==> config.mk <==
export PLATFORM = sky130hd
export DESIGN_NAME = utf8_validating_decoder_unit
export DESIGN_NICKNAME = d
export VERILOG_FILES = /design/src/utf8vd_pkg.sv /design/src/utf8vd_apb.sv /design/src/utf8vd_decode.sv /design/src/utf8_validating_decoder_unit.sv
export SDC_FILE = /design/constraint.sdc
export NUM_CORES = 1
export LEC_CHECK = 0
export BUFFER_PORTS_ARGS = -buffer_cell sky130_fd_sc_hd__buf_2
export CAP_MARGIN = 20
export CELL_PAD_IN_SITES_DETAIL_PLACEMENT = 0
export CELL_PAD_IN_SITES_GLOBAL_PLACEMENT = 1
export CORE_UTILIZATION = 44
export DETAILED_ROUTE_END_ITERATION = 16
export GPL_ROUTABILITY_DRIVEN = 0
export PLACE_DENSITY = 0.94
export SYNTH_ARGS = -nofsm -noshare
export SYNTH_HDL_FRONTEND = slang
export SYNTH_SLANG_ARGS = --single-unit
export TNS_END_PERCENT = 100
==> constraint.sdc <==
create_clock -name clk -period 10.8 [get_ports clk]
set_clock_uncertainty 0.05 [all_clocks]
set_input_delay 1.08 -clock clk [delete_from_list [all_inputs] [get_ports clk]]
set_output_delay 1.08 -clock clk [all_outputs]
set_load 0.1 [all_outputs]
==> src/utf8vd_pkg.sv <==
`timescale 1ns / 1ps
`default_nettype none

package utf8vd_pkg;

    localparam int unsigned CP_W     = 21;
    localparam int unsigned STATUS_W = 4;
    localparam int unsigned PADDR_W  = 3;
    localparam int unsigned PDATA_W  = 32;

    localparam logic [STATUS_W-1:0] ST_OK        = 4'd0;
    localparam logic [STATUS_W-1:0] ST_BAD_LEAD  = 4'd1;
    localparam logic [STATUS_W-1:0] ST_MISS_CONT = 4'd2;
    localparam logic [STATUS_W-1:0] ST_OVERLONG  = 4'd3;
    localparam logic [STATUS_W-1:0] ST_SURROGATE = 4'd4;
    localparam logic [STATUS_W-1:0] ST_NONCHAR   = 4'd5;
    localparam logic [STATUS_W-1:0] ST_ABOVE_MAX = 4'd6;
    localparam logic [STATUS_W-1:0] ST_TRUNCATED = 4'd7;
    localparam logic [STATUS_W-1:0] ST_END_ERR   = 4'd8;

    localparam logic [CP_W-1:0] CP_MAX = 21'h10FFFF;

    typedef struct packed {
        logic [7:0] data_byte;
        logic       last_byte;
    } in_word_t;

    typedef struct packed {
        logic [CP_W-1:0]     codepoint;
        logic [STATUS_W-1:0] status;
        logic                end_of_buffer;
    } out_word_t;

endpackage

`default_nettype wire

==> src/utf8vd_apb.sv <==
`timescale 1ns / 1ps
`default_nettype none

module utf8vd_apb (
    input  wire logic                           clk,
    input  wire logic                           rst_n,
    input  wire logic                           psel,
    input  wire logic                           penable,
    input  wire logic                           pwrite,
    input  wire logic [utf8vd_pkg::PADDR_W-1:0] paddr,
    input  wire logic [utf8vd_pkg::PDATA_W-1:0] pwdata,
    output logic      [utf8vd_pkg::PDATA_W-1:0] prdata,
    output logic                                pready,
    output logic                                verify_only
);

    logic verify_only_reg;
    logic verify_only_next;
    logic sel_vo;

    // registers sit on 4-byte words; only word 0 exists
    assign sel_vo = (paddr[utf8vd_pkg::PADDR_W-1] == 1'b0);

    always_comb
    begin
        verify_only_next = verify_only_reg;
        if (psel && penable && pwrite && sel_vo)
        begin
            verify_only_next = pwdata[0];
        end
    end

    always_ff @(posedge clk or negedge rst_n)
    begin
        if (!rst_n)
        begin
            verify_only_reg <= 1'b0;
        end
        else
        begin
            verify_only_reg <= verify_only_next;
        end
    end

    assign prdata      = sel_vo ? {{(utf8vd_pkg::PDATA_W-1){1'b0}}, verify_only_reg}
                                : '0;
    assign pready      = 1'b1;
    assign verify_only = verify_only_reg;

endmodule

`default_nettype wire

==> src/utf8vd_decode.sv <==
`timescale 1ns / 1ps
`default_nettype none

module utf8vd_decode (
    input  wire logic                 clk,
    input  wire logic                 rst_n,
    input  wire logic                 verify_only,
    input  wire utf8vd_pkg::in_word_t in_word,
    input  wire logic                 fire,
    output logic                      emit,
    output utf8vd_pkg::out_word_t     result
);

    logic [7:0]                     lead_reg,  lead_next;
    logic [7:0]                     sec_reg,   sec_next;
    logic [utf8vd_pkg::CP_W-1:0]    acc_reg,   acc_next;
    logic [1:0]                     left_reg,  left_next;
    logic [utf8vd_pkg::STATUS_W-1:0] pend_reg, pend_next;
    logic                           drop_reg,  drop_next;

    logic [7:0]                      b;
    logic                            last;
    logic [utf8vd_pkg::STATUS_W-1:0] err;
    logic                            done;
    logic [2:0]                      seq_len;
    logic                            is_second;

    function automatic logic [utf8vd_pkg::STATUS_W-1:0] final_checks(
        input logic [7:0] lead,
        input logic [7:0] sec,
        input logic [7:0] fin
    );
        logic [utf8vd_pkg::STATUS_W-1:0] r;
        r = utf8vd_pkg::ST_OK;
        if (lead >= 8'hF0)
        begin
            if (lead == 8'hF0 && sec[7:4] == 4'h8)
                r = utf8vd_pkg::ST_OVERLONG;
            else if ((lead == 8'hF4 && sec > 8'h8F) || lead > 8'hF4)
                r = utf8vd_pkg::ST_ABOVE_MAX;
        end
        else if (lead >= 8'hE0)
        begin
            if (lead == 8'hE0 && sec[7:5] == 3'b100)
                r = utf8vd_pkg::ST_OVERLONG;
            else if (lead == 8'hED && sec[7:5] == 3'b101)
                r = utf8vd_pkg::ST_SURROGATE;
            else if (lead == 8'hEF)
            begin
                if (sec == 8'hBF && (fin & 8'hFE) == 8'hBE)
                    r = utf8vd_pkg::ST_NONCHAR;
                else if (sec == 8'hB7 && fin >= 8'h90 && fin <= 8'hAF)
                    r = utf8vd_pkg::ST_NONCHAR;
            end
        end
        return r;
    endfunction

    assign b    = in_word.data_byte;
    assign last = in_word.last_byte;

    always_comb
    begin
        if (lead_reg >= 8'hF0)
            seq_len = 3'd4;
        else if (lead_reg >= 8'hE0)
            seq_len = 3'd3;
        else
            seq_len = 3'd2;
    end

    assign is_second = ((seq_len - {1'b0, left_reg}) == 3'd1);

    always_comb
    begin
        lead_next = lead_reg;
        sec_next  = sec_reg;
        acc_next  = acc_reg;
        left_next = left_reg;
        pend_next = pend_reg;
        drop_next = drop_reg;
        err       = utf8vd_pkg::ST_OK;
        done      = 1'b0;
        emit      = 1'b0;
        result    = '0;

        if (drop_reg)
        begin
            if (last)
            begin
                emit                 = 1'b1;
                result.status        = verify_only ? pend_reg : utf8vd_pkg::ST_END_ERR;
                result.end_of_buffer = 1'b1;
                left_next            = 2'd0;
                pend_next            = utf8vd_pkg::ST_OK;
                drop_next            = 1'b0;
            end
        end
        else
        begin
            if (left_reg == 2'd0)
            begin
                lead_next = b;
                if (b < 8'h80)
                begin
                    acc_next = {{(utf8vd_pkg::CP_W-8){1'b0}}, b};
                    done     = 1'b1;
                end
                else if (b >= 8'hC2 && b <= 8'hDF)
                begin
                    acc_next  = {{(utf8vd_pkg::CP_W-5){1'b0}}, b[4:0]};
                    left_next = 2'd1;
                end
                else if (b >= 8'hE0 && b <= 8'hEF)
                begin
                    acc_next  = {{(utf8vd_pkg::CP_W-4){1'b0}}, b[3:0]};
                    left_next = 2'd2;
                end
                else if (b >= 8'hF0 && b <= 8'hF7)
                begin
                    acc_next  = {{(utf8vd_pkg::CP_W-3){1'b0}}, b[2:0]};
                    left_next = 2'd3;
                end
                else
                begin
                    err = utf8vd_pkg::ST_BAD_LEAD;
                end
            end
            else if (b[7:6] != 2'b10)
            begin
                err = utf8vd_pkg::ST_MISS_CONT;
            end
            else
            begin
                if (is_second)
                    sec_next = b;
                acc_next  = {acc_reg[utf8vd_pkg::CP_W-7:0], b[5:0]};
                left_next = left_reg - 2'd1;
                if (left_reg == 2'd1)
                begin
                    err  = final_checks(lead_reg, sec_next, b);
                    done = (err == utf8vd_pkg::ST_OK);
                end
            end

            if (err == utf8vd_pkg::ST_OK && !done && left_next != 2'd0 && last)
                err = utf8vd_pkg::ST_TRUNCATED;

            if (err != utf8vd_pkg::ST_OK)
            begin
                left_next     = 2'd0;
                result.status = err;
                if (last)
                begin
                    emit                 = 1'b1;
                    result.end_of_buffer = 1'b1;
                end
                else
                begin
                    pend_next = err;
                    drop_next = 1'b1;
                    emit      = !verify_only;
                end
            end
            else if (done)
            begin
                result.end_of_buffer = last;
                if (verify_only)
                begin
                    emit = last;
                end
                else
                begin
                    emit             = 1'b1;
                    result.codepoint = acc_next;
                end
            end
        end
    end

    always_ff @(posedge clk or negedge rst_n)
    begin
        if (!rst_n)
        begin
            lead_reg <= '0;
            sec_reg  <= '0;
            acc_reg  <= '0;
            left_reg <= '0;
            pend_reg <= utf8vd_pkg::ST_OK;
            drop_reg <= 1'b0;
        end
        else if (fire)
        begin
            lead_reg <= lead_next;
            sec_reg  <= sec_next;
            acc_reg  <= acc_next;
            left_reg <= left_next;
            pend_reg <= pend_next;
            drop_reg <= drop_next;
        end
    end

endmodule

`default_nettype wire

==> src/utf8_validating_decoder_unit.sv <==
`timescale 1ns / 1ps
`default_nettype none

// UTF-8 validating decoder.
// Input channel: in_valid/in_stall carry one word per byte (data_byte plus
// last_byte marking the end of a buffer). Output channel: out_valid/out_stall
// carry result words (codepoint, status, end_of_buffer). A byte yields zero
// or one result word.
// Throughput: one byte per cycle while in_stall is low; nothing iterates. A byte
// accepted into the input register is decoded from there, and its result is
// written to the output register and offered on out_valid from then on.
// The input register feeds the decoder state and the output register; a byte
// that gives no result passes even while the output is stalled, one that does
// waits in the input register until the output register is free, and in_stall
// rises only then.
// Reset clears the decoder state, both valid flags and verify_only; the block
// then expects a lead byte.
// verify_only is at APB address 0, bit 0; write it only while idle.

module utf8_validating_decoder_unit (
    input  wire logic                           clk,
    input  wire logic                           rst_n,
    input  wire logic                           psel,
    input  wire logic                           penable,
    input  wire logic                           pwrite,
    input  wire logic [utf8vd_pkg::PADDR_W-1:0] paddr,
    input  wire logic [utf8vd_pkg::PDATA_W-1:0] pwdata,
    output logic      [utf8vd_pkg::PDATA_W-1:0] prdata,
    output logic                                pready,
    input  wire logic                           in_valid,
    output logic                                in_stall,
    input  wire utf8vd_pkg::in_word_t           in_data,
    output logic                                out_valid,
    input  wire logic                           out_stall,
    output utf8vd_pkg::out_word_t               out_data
);

    logic                  verify_only;
    logic                  in_vld_reg, in_vld_next;
    utf8vd_pkg::in_word_t  in_word_reg;
    logic                  out_vld_reg, out_vld_next;
    utf8vd_pkg::out_word_t out_word_reg;
    logic                  emit;
    utf8vd_pkg::out_word_t result;
    logic                  advance;

    utf8vd_apb u_apb (
        .clk         (clk),
        .rst_n       (rst_n),
        .psel        (psel),
        .penable     (penable),
        .pwrite      (pwrite),
        .paddr       (paddr),
        .pwdata      (pwdata),
        .prdata      (prdata),
        .pready      (pready),
        .verify_only (verify_only)
    );

    utf8vd_decode u_decode (
        .clk         (clk),
        .rst_n       (rst_n),
        .verify_only (verify_only),
        .in_word     (in_word_reg),
        .fire        (advance),
        .emit        (emit),
        .result      (result)
    );

    assign advance  = in_vld_reg && (!emit || !out_vld_reg || !out_stall);
    assign in_stall = in_vld_reg && !advance;

    always_comb
    begin
        in_vld_next = in_stall ? in_vld_reg : in_valid;
        if (advance && emit)
            out_vld_next = 1'b1;
        else
            out_vld_next = out_vld_reg && out_stall;
    end

    always_ff @(posedge clk or negedge rst_n)
    begin
        if (!rst_n)
        begin
            in_vld_reg  <= 1'b0;
            out_vld_reg <= 1'b0;
        end
        else
        begin
            in_vld_reg  <= in_vld_next;
            out_vld_reg <= out_vld_next;
        end
    end

    always_ff @(posedge clk)
    begin
        if (in_valid && !in_stall)
            in_word_reg <= in_data;
        if (advance && emit)
            out_word_reg <= result;
    end

    assign out_valid = out_vld_reg;
    assign out_data  = out_word_reg;

endmodule

`default_nettype wire

# After elaboration in Yosys (flattened, before gate mapping)
# Cells that the tools add are included.
[totals]
register_bits = 82
[op_classes]
n_addsub = 2
n_lt_le_gt_ge = 13
eq_ne = 16
mux = 71
n_bitwise = 5
reduce_logical = 43
[op_table]
columns = ["operator", "count"]
rows = [
  ["$mux 21", 6],
  ["$mux 4", 26],
  ["$eq 8x8->1 const B", 7],
  ["$ge 8x8->1 const B", 6],
  ["$le 8x8->1 const B", 4],
  ["$mux 8", 4],
  ["$logic_and 1x1->1", 21],
  ["$mux 1", 20],
  ["$mux 2", 10],
  ["$gt 8x8->1 const B", 2],
  ["$mux 5", 2],
  ["$mux 3", 3],
  ["$logic_not 4->1", 2],
  ["$lt 8x8->1 const B", 1],
  ["$reduce_and 4->1", 2],
  ["$eq 7x7->1 const B", 1],
  ["$logic_not 1->1", 7],
  ["$eq 3x3->1 const B", 2],
  ["$not 1->1", 5],
  ["$eq 4x4->1 const B", 1],
  ["$ne 2x2->1 const B", 2],
  ["$reduce_and 2->1", 2],
  ["$reduce_bool 2->1", 2],
  ["$reduce_bool 4->1", 1],
  ["other kinds (9)", 11],
]

# Depth between registers and ports, before layout
[depth]
word_depth = 45
mapped_depth = 16
depth_no_buf = 14

# Hierarchy
# Synthesis repeated with hierarchy kept, for this count alone.
[hier_totals]
hier_cells = 406
area_unflattened_um2 = 4309.1
[modules_own_cells]
columns = ["mod", "instances", "cells_each", "area_per_inst_um2", "seq_area_each_um2"]
rows = [
  ["utf8vd_decode", 1, 321, 2851.5, 1076.0],
  ["utf8_validating_decoder_unit", 1, 47, 1156.1, 1101.1],
  ["utf8vd_apb", 1, 38, 301.5, 25.0],
]

# Least setup slack after synthesis
# OpenSTA, ideal clock, no wires.
[synth_path]
path_type = "register to output"
startpoint = "reg u_decode.lead_reg[5]"
endpoint = "out in_stall"
arrival_time_ps = 3864
required_time_ps = 9670
path_slack_ps = 5806
stages_incl_launch_ff = 14
n_path_buf = 0
path_cell_list = "dfrtp_1 > nand3_1 > nor2_1 > inv_1 > ha_1 > fa_1 > or3b_4 > mux2_4 > a22oi_2 > o32ai_2 > a211o_1 > o21ai_4 > or3_1 > and3_1"
[synth_between]
elab_chain_len = 43
elab_cells_between_ends = 69
cone_classes = "1 x add/sub; 4 x order compare; 11 x eq/ne; 32 x mux; 21 x reduce/logical"
[synth_rtl]
columns = ["item", "line_no", "source"]
rows = [
  ["start, declared", "utf8vd_decode.sv:14", "logic [7:0] lead_reg, lead_next;"],
  ["start signal, assigned", "utf8vd_decode.sv:194", "lead_reg <= lead_next;"],
  ["$ge 8x8->1", "utf8vd_decode.sv:42, utf8vd_decode.sv:66", ""],
  ["$mux 1", "utf8vd_decode.sv:66", "else if (lead_reg >= 8'hE0)"],
  ["$mux 3", "utf8vd_decode.sv:64", "if (lead_reg >= 8'hF0)"],
  ["$sub 3x2->3", "utf8vd_decode.sv:72", "assign is_second = ((seq_len - {1'b0, left_reg}) == 3'd1);"],
  ["$eq 3x1->1", "utf8vd_decode.sv:72", ""],
  ["$mux 8", "utf8vd_decode.sv:135", "if (is_second)"],
  ["$mux 8", "utf8vd_decode.sv:129", "else if (b[7:6] != 2'b10)"],
  ["$mux 8", "utf8vd_decode.sv:101", "if (left_reg == 2'd0)"],
  ["[26 not listed]", "-", ""],
  ["$reduce_bool 4->1", "utf8vd_decode.sv:149", "if (err != utf8vd_pkg::ST_OK)"],
  ["$mux 1 *", "utf8vd_decode.sv:149", ""],
  ["$mux 1 *", "utf8vd_decode.sv:87", "if (drop_reg)"],
  ["$logic_not 1->1 *", "utf8_validating_decoder_unit.sv:70", "assign advance = in_vld_reg && (!emit || !out_vld_reg || !out_stall);"],
  ["$logic_or 1x1->1 * (2 in a row)", "utf8_validating_decoder_unit.sv:70", ""],
  ["$logic_and 1x1->1 *", "utf8_validating_decoder_unit.sv:70", ""],
  ["$logic_not 1->1 *", "utf8_validating_decoder_unit.sv:71", "assign in_stall = in_vld_reg && !advance;"],
  ["$logic_and 1x1->1 *", "utf8_validating_decoder_unit.sv:71", ""],
  ["end, declared", "utf8_validating_decoder_unit.sv:31", "output logic in_stall,"],
]
# Mark *: on every way between the ends. The rest lies on a longest branch, timed or not. The select of a mux whose other input is x is not followed.

# Worst setup path after layout
[layout_path]
startpoint = "reg u_decode.lead_reg[6]"
endpoint = "out in_stall"
# The elaborated chain is that of the path after synthesis.

==> flow_summary.ini <==
[logic_synthesis]
yosys.area.top_type_share_pct = 26.3
yosys_warnings = 0
synthArstFlopShare_pct = 56.8
synthTopCellsByArea = dfrtp_1, edfxtp_1, buf_4, mux2_1, a21oi_1
avgSynthCellArea_um2 = 10.6
yosysSeqAreaShare_pct = 50.3
synthFlopType = dfrtp_1
synth_area_leader_cell = dfrtp_1
syn_area_mm2 = 0.00438
synthTopCellsByCount = dfrtp_1, nand2_1, a21oi_1, edfxtp_1, nor2_1
ys_ff_latch = 81
synth_most_common_cell = dfrtp_1
synth_edf_count = 35
synth.distinct_cells = 64
synth_cells = 414

[critical_path]
setup.worst_path.end_class = output port
rr_endpoint = in_word_reg[1]
ff2ff_path_depth = 14
arrival_ns = 4.47
r2r_slack_ns = 6.08
crit_start = u_decode.lead_reg[6]
r2r-start = u_decode.lead_reg[6]
endpoint = in_stall
path_class = register to output port
critPathMaxFanout = 8
worstPathRequired_ns = 9.67
critPathLaunchType = register

[floorplan]
io_pins = 112
die_w_um = 102
dieArea_mm2 = 0.0104
die_h_um = 102
initial_utilization_pct = 45.2
core_area_mm2 = 0.00968
row_count = 36

[clock_network]
cts_buffers = 9
cts_resized = 0
postCtsHoldBufs = 0
clk_latency_ns = 0.36
cts_buffer_depth = 2
clock_sinks = 81
cts_tree = done
cts_max_level = 3
path_clk_slew_ns = 0.08
cts_setup_buffers = 0
cts_root_buf = clkbuf_8

[drt]
wl_per_cell_um = 14.6
routed_wl_mm = 8.59
vias_per_cell = 5.35
drc = 0
ant_nets = 0
drt_iter0_drc = 172
vias = 3156
dr.pass1.iters = 5

[run_status]
status = complete, no violations

[job]
drv_cap = 0

[sta]
setup_violations = 0
fin_crit_ns = 5.60
max_freq_mhz = 179
rsz0062_at_grt = no
slew_violations = 0
worst_slew_pin_slew_ns = 0.957
period_share_pct = 51.8
fin_tns_setup_ns = 0
hold_violations = 0
maxSlewHeadroom_pct = 36.2
setup_slack_ns = 5.20

[pwr]
power.share.switching_pct = 48.4
internal_power_uw = 703
netSwitchingPower_uw = 659
p_clk_share_pct = 17.6
p_seq_share_pct = 36.5
powerDensity_mw_per_mm2 = 283
vdd_drop_max_mv = 0.134
leakage_uw = 0.00202
combPwrFrac_pct = 46.0

[global_routing]
grt_pass1_wl_mm = 14.2
first_global_vias = 2914
grt.total_usage_pct = 17.8
gr-total-overflow = 0
grt_max_degree = 47
antenna_found_initial = 0

[cells_and_area]
fillCellCount = 872
final_layout_size_suffix_gt1_share_pct = 17.9
nets = 507
largest_register_ffs = 26
n_antenna_cell = 0
areaGrowthSynthToFinish_pct = 10.1

[min_path]
holdCritPathClass = register to register

[placed_design]
place_hpwl_mm = 5.92
pre_cts_slack_ns = 5.62
io_buffers = 46
-- stage by stage --
stage	instance area, um^2	instances	total power (uW)	util, %	hold slack, ns
finish	4820	590	1360	49.7	0.445
global route	4820	590	1430	49.7	0.466
CTS	4760	588	1360	49.2	0.448
detailed placement	4550	572	1120	47.0	0.432
global placement	4550	572	1100	47.0	0.426
floorplan	4490	444	1030	-	0.414
-- logic make-up after synthesis --
kind of cell,count (synthesis),share of synthesized area (%)
simple gates,131,14.8
flops,81,50.3
other cells,2,0.172
buf+inv,65,8.98
fa+ha+maj,4,1.32
mux,29,7.80
compound gates,101,16.4
xor+xnor,1,0.200
-- area by class of cell --
type                    instances  area, um^2  area share [%]
clock buffers                  12         135            2.81
clock inverters                 4        77.6            1.61
inverters                      13        48.8            1.01
multi-input cells             298        1890            39.3
flip-flops and latches         81        2200            45.7
well taps                     133         166            3.45
repair buffers                 49         293            6.08
-- how the worst min path moves through the flow --
stage                          end                start  cells after the start
2_1_floorplan  u_decode.sec_reg[0]  u_decode.sec_reg[0]                      1
6_report       u_decode.sec_reg[0]  u_decode.sec_reg[0]                      1
3_3_place_gp   u_decode.sec_reg[0]  u_decode.sec_reg[0]                      1
5_1_grt        u_decode.sec_reg[0]  u_decode.sec_reg[0]                      1
4_1_cts        u_decode.sec_reg[0]  u_decode.sec_reg[0]                      1
3_5_place_dp   u_decode.sec_reg[0]  u_decode.sec_reg[0]                      1
-- per-layer routing --
layer | part of all wire, % | global-route usage, % | vias to the layer above
met5 | 0 | 0 | -
met4 | 0.86 | 4.91 | 0
met3 | 5.3 | 4.76 | 12
met2 | 49 | 29.7 | 100
met1 | 45 | 22.9 | 1546
li1 | - | - | 1498
-- critical path, stage by stage (launching register included) --
cell,delay (ns)
dfrtp_1,0.39
nand3_1,0.08
nor2_1,0.22
inv_1,0.08
ha_1,0.22
fa_1,0.53
nand3b_1,0.22
a211o_1,0.35
a211oi_1,0.38
o32ai_2,0.20
a211o_1,0.29
o21ai_4,0.25
or3_1,0.22
and3_1,0.23
buf_2,0.44
-- power by group through the flow --
stage / Clock [uW] / Combinational, uW / Sequential, uW
3_3_place_gp: 0 / 606 / 496
6_report: 239 / 626 / 497
2_1_floorplan: 0 / 323 / 707
3_5_place_dp: 0 / 616 / 502
4_1_cts: 243 / 620 / 495
5_1_grt: 253 / 670 / 510
-- layout by cell type (no fill, tap or decap), drive strengths merged, types with 3 or more instances in the layout --
master  Yosys  routed
buf        38      49
nor3        6       6
or2         4       4
a21oi      39      39
edfxtp     35      35
o22ai       3       3
clkbuf     14      12
nand3b      4       4
nand2      42      42
mux2i       7       7
and3        6       6
a21o        4       4
nand3       8       8
and2        6       6
ha          3       3
conb        2      32
a22oi       7       7
inv        13      13
mux2       22      22
nor2       34      34
nand2b      6       6
o21ai      12      12
dfrtp      46      46
nand4       3       3
nor2b       5       5
a22o       17      17
Power figures use the tool's default switching activity.
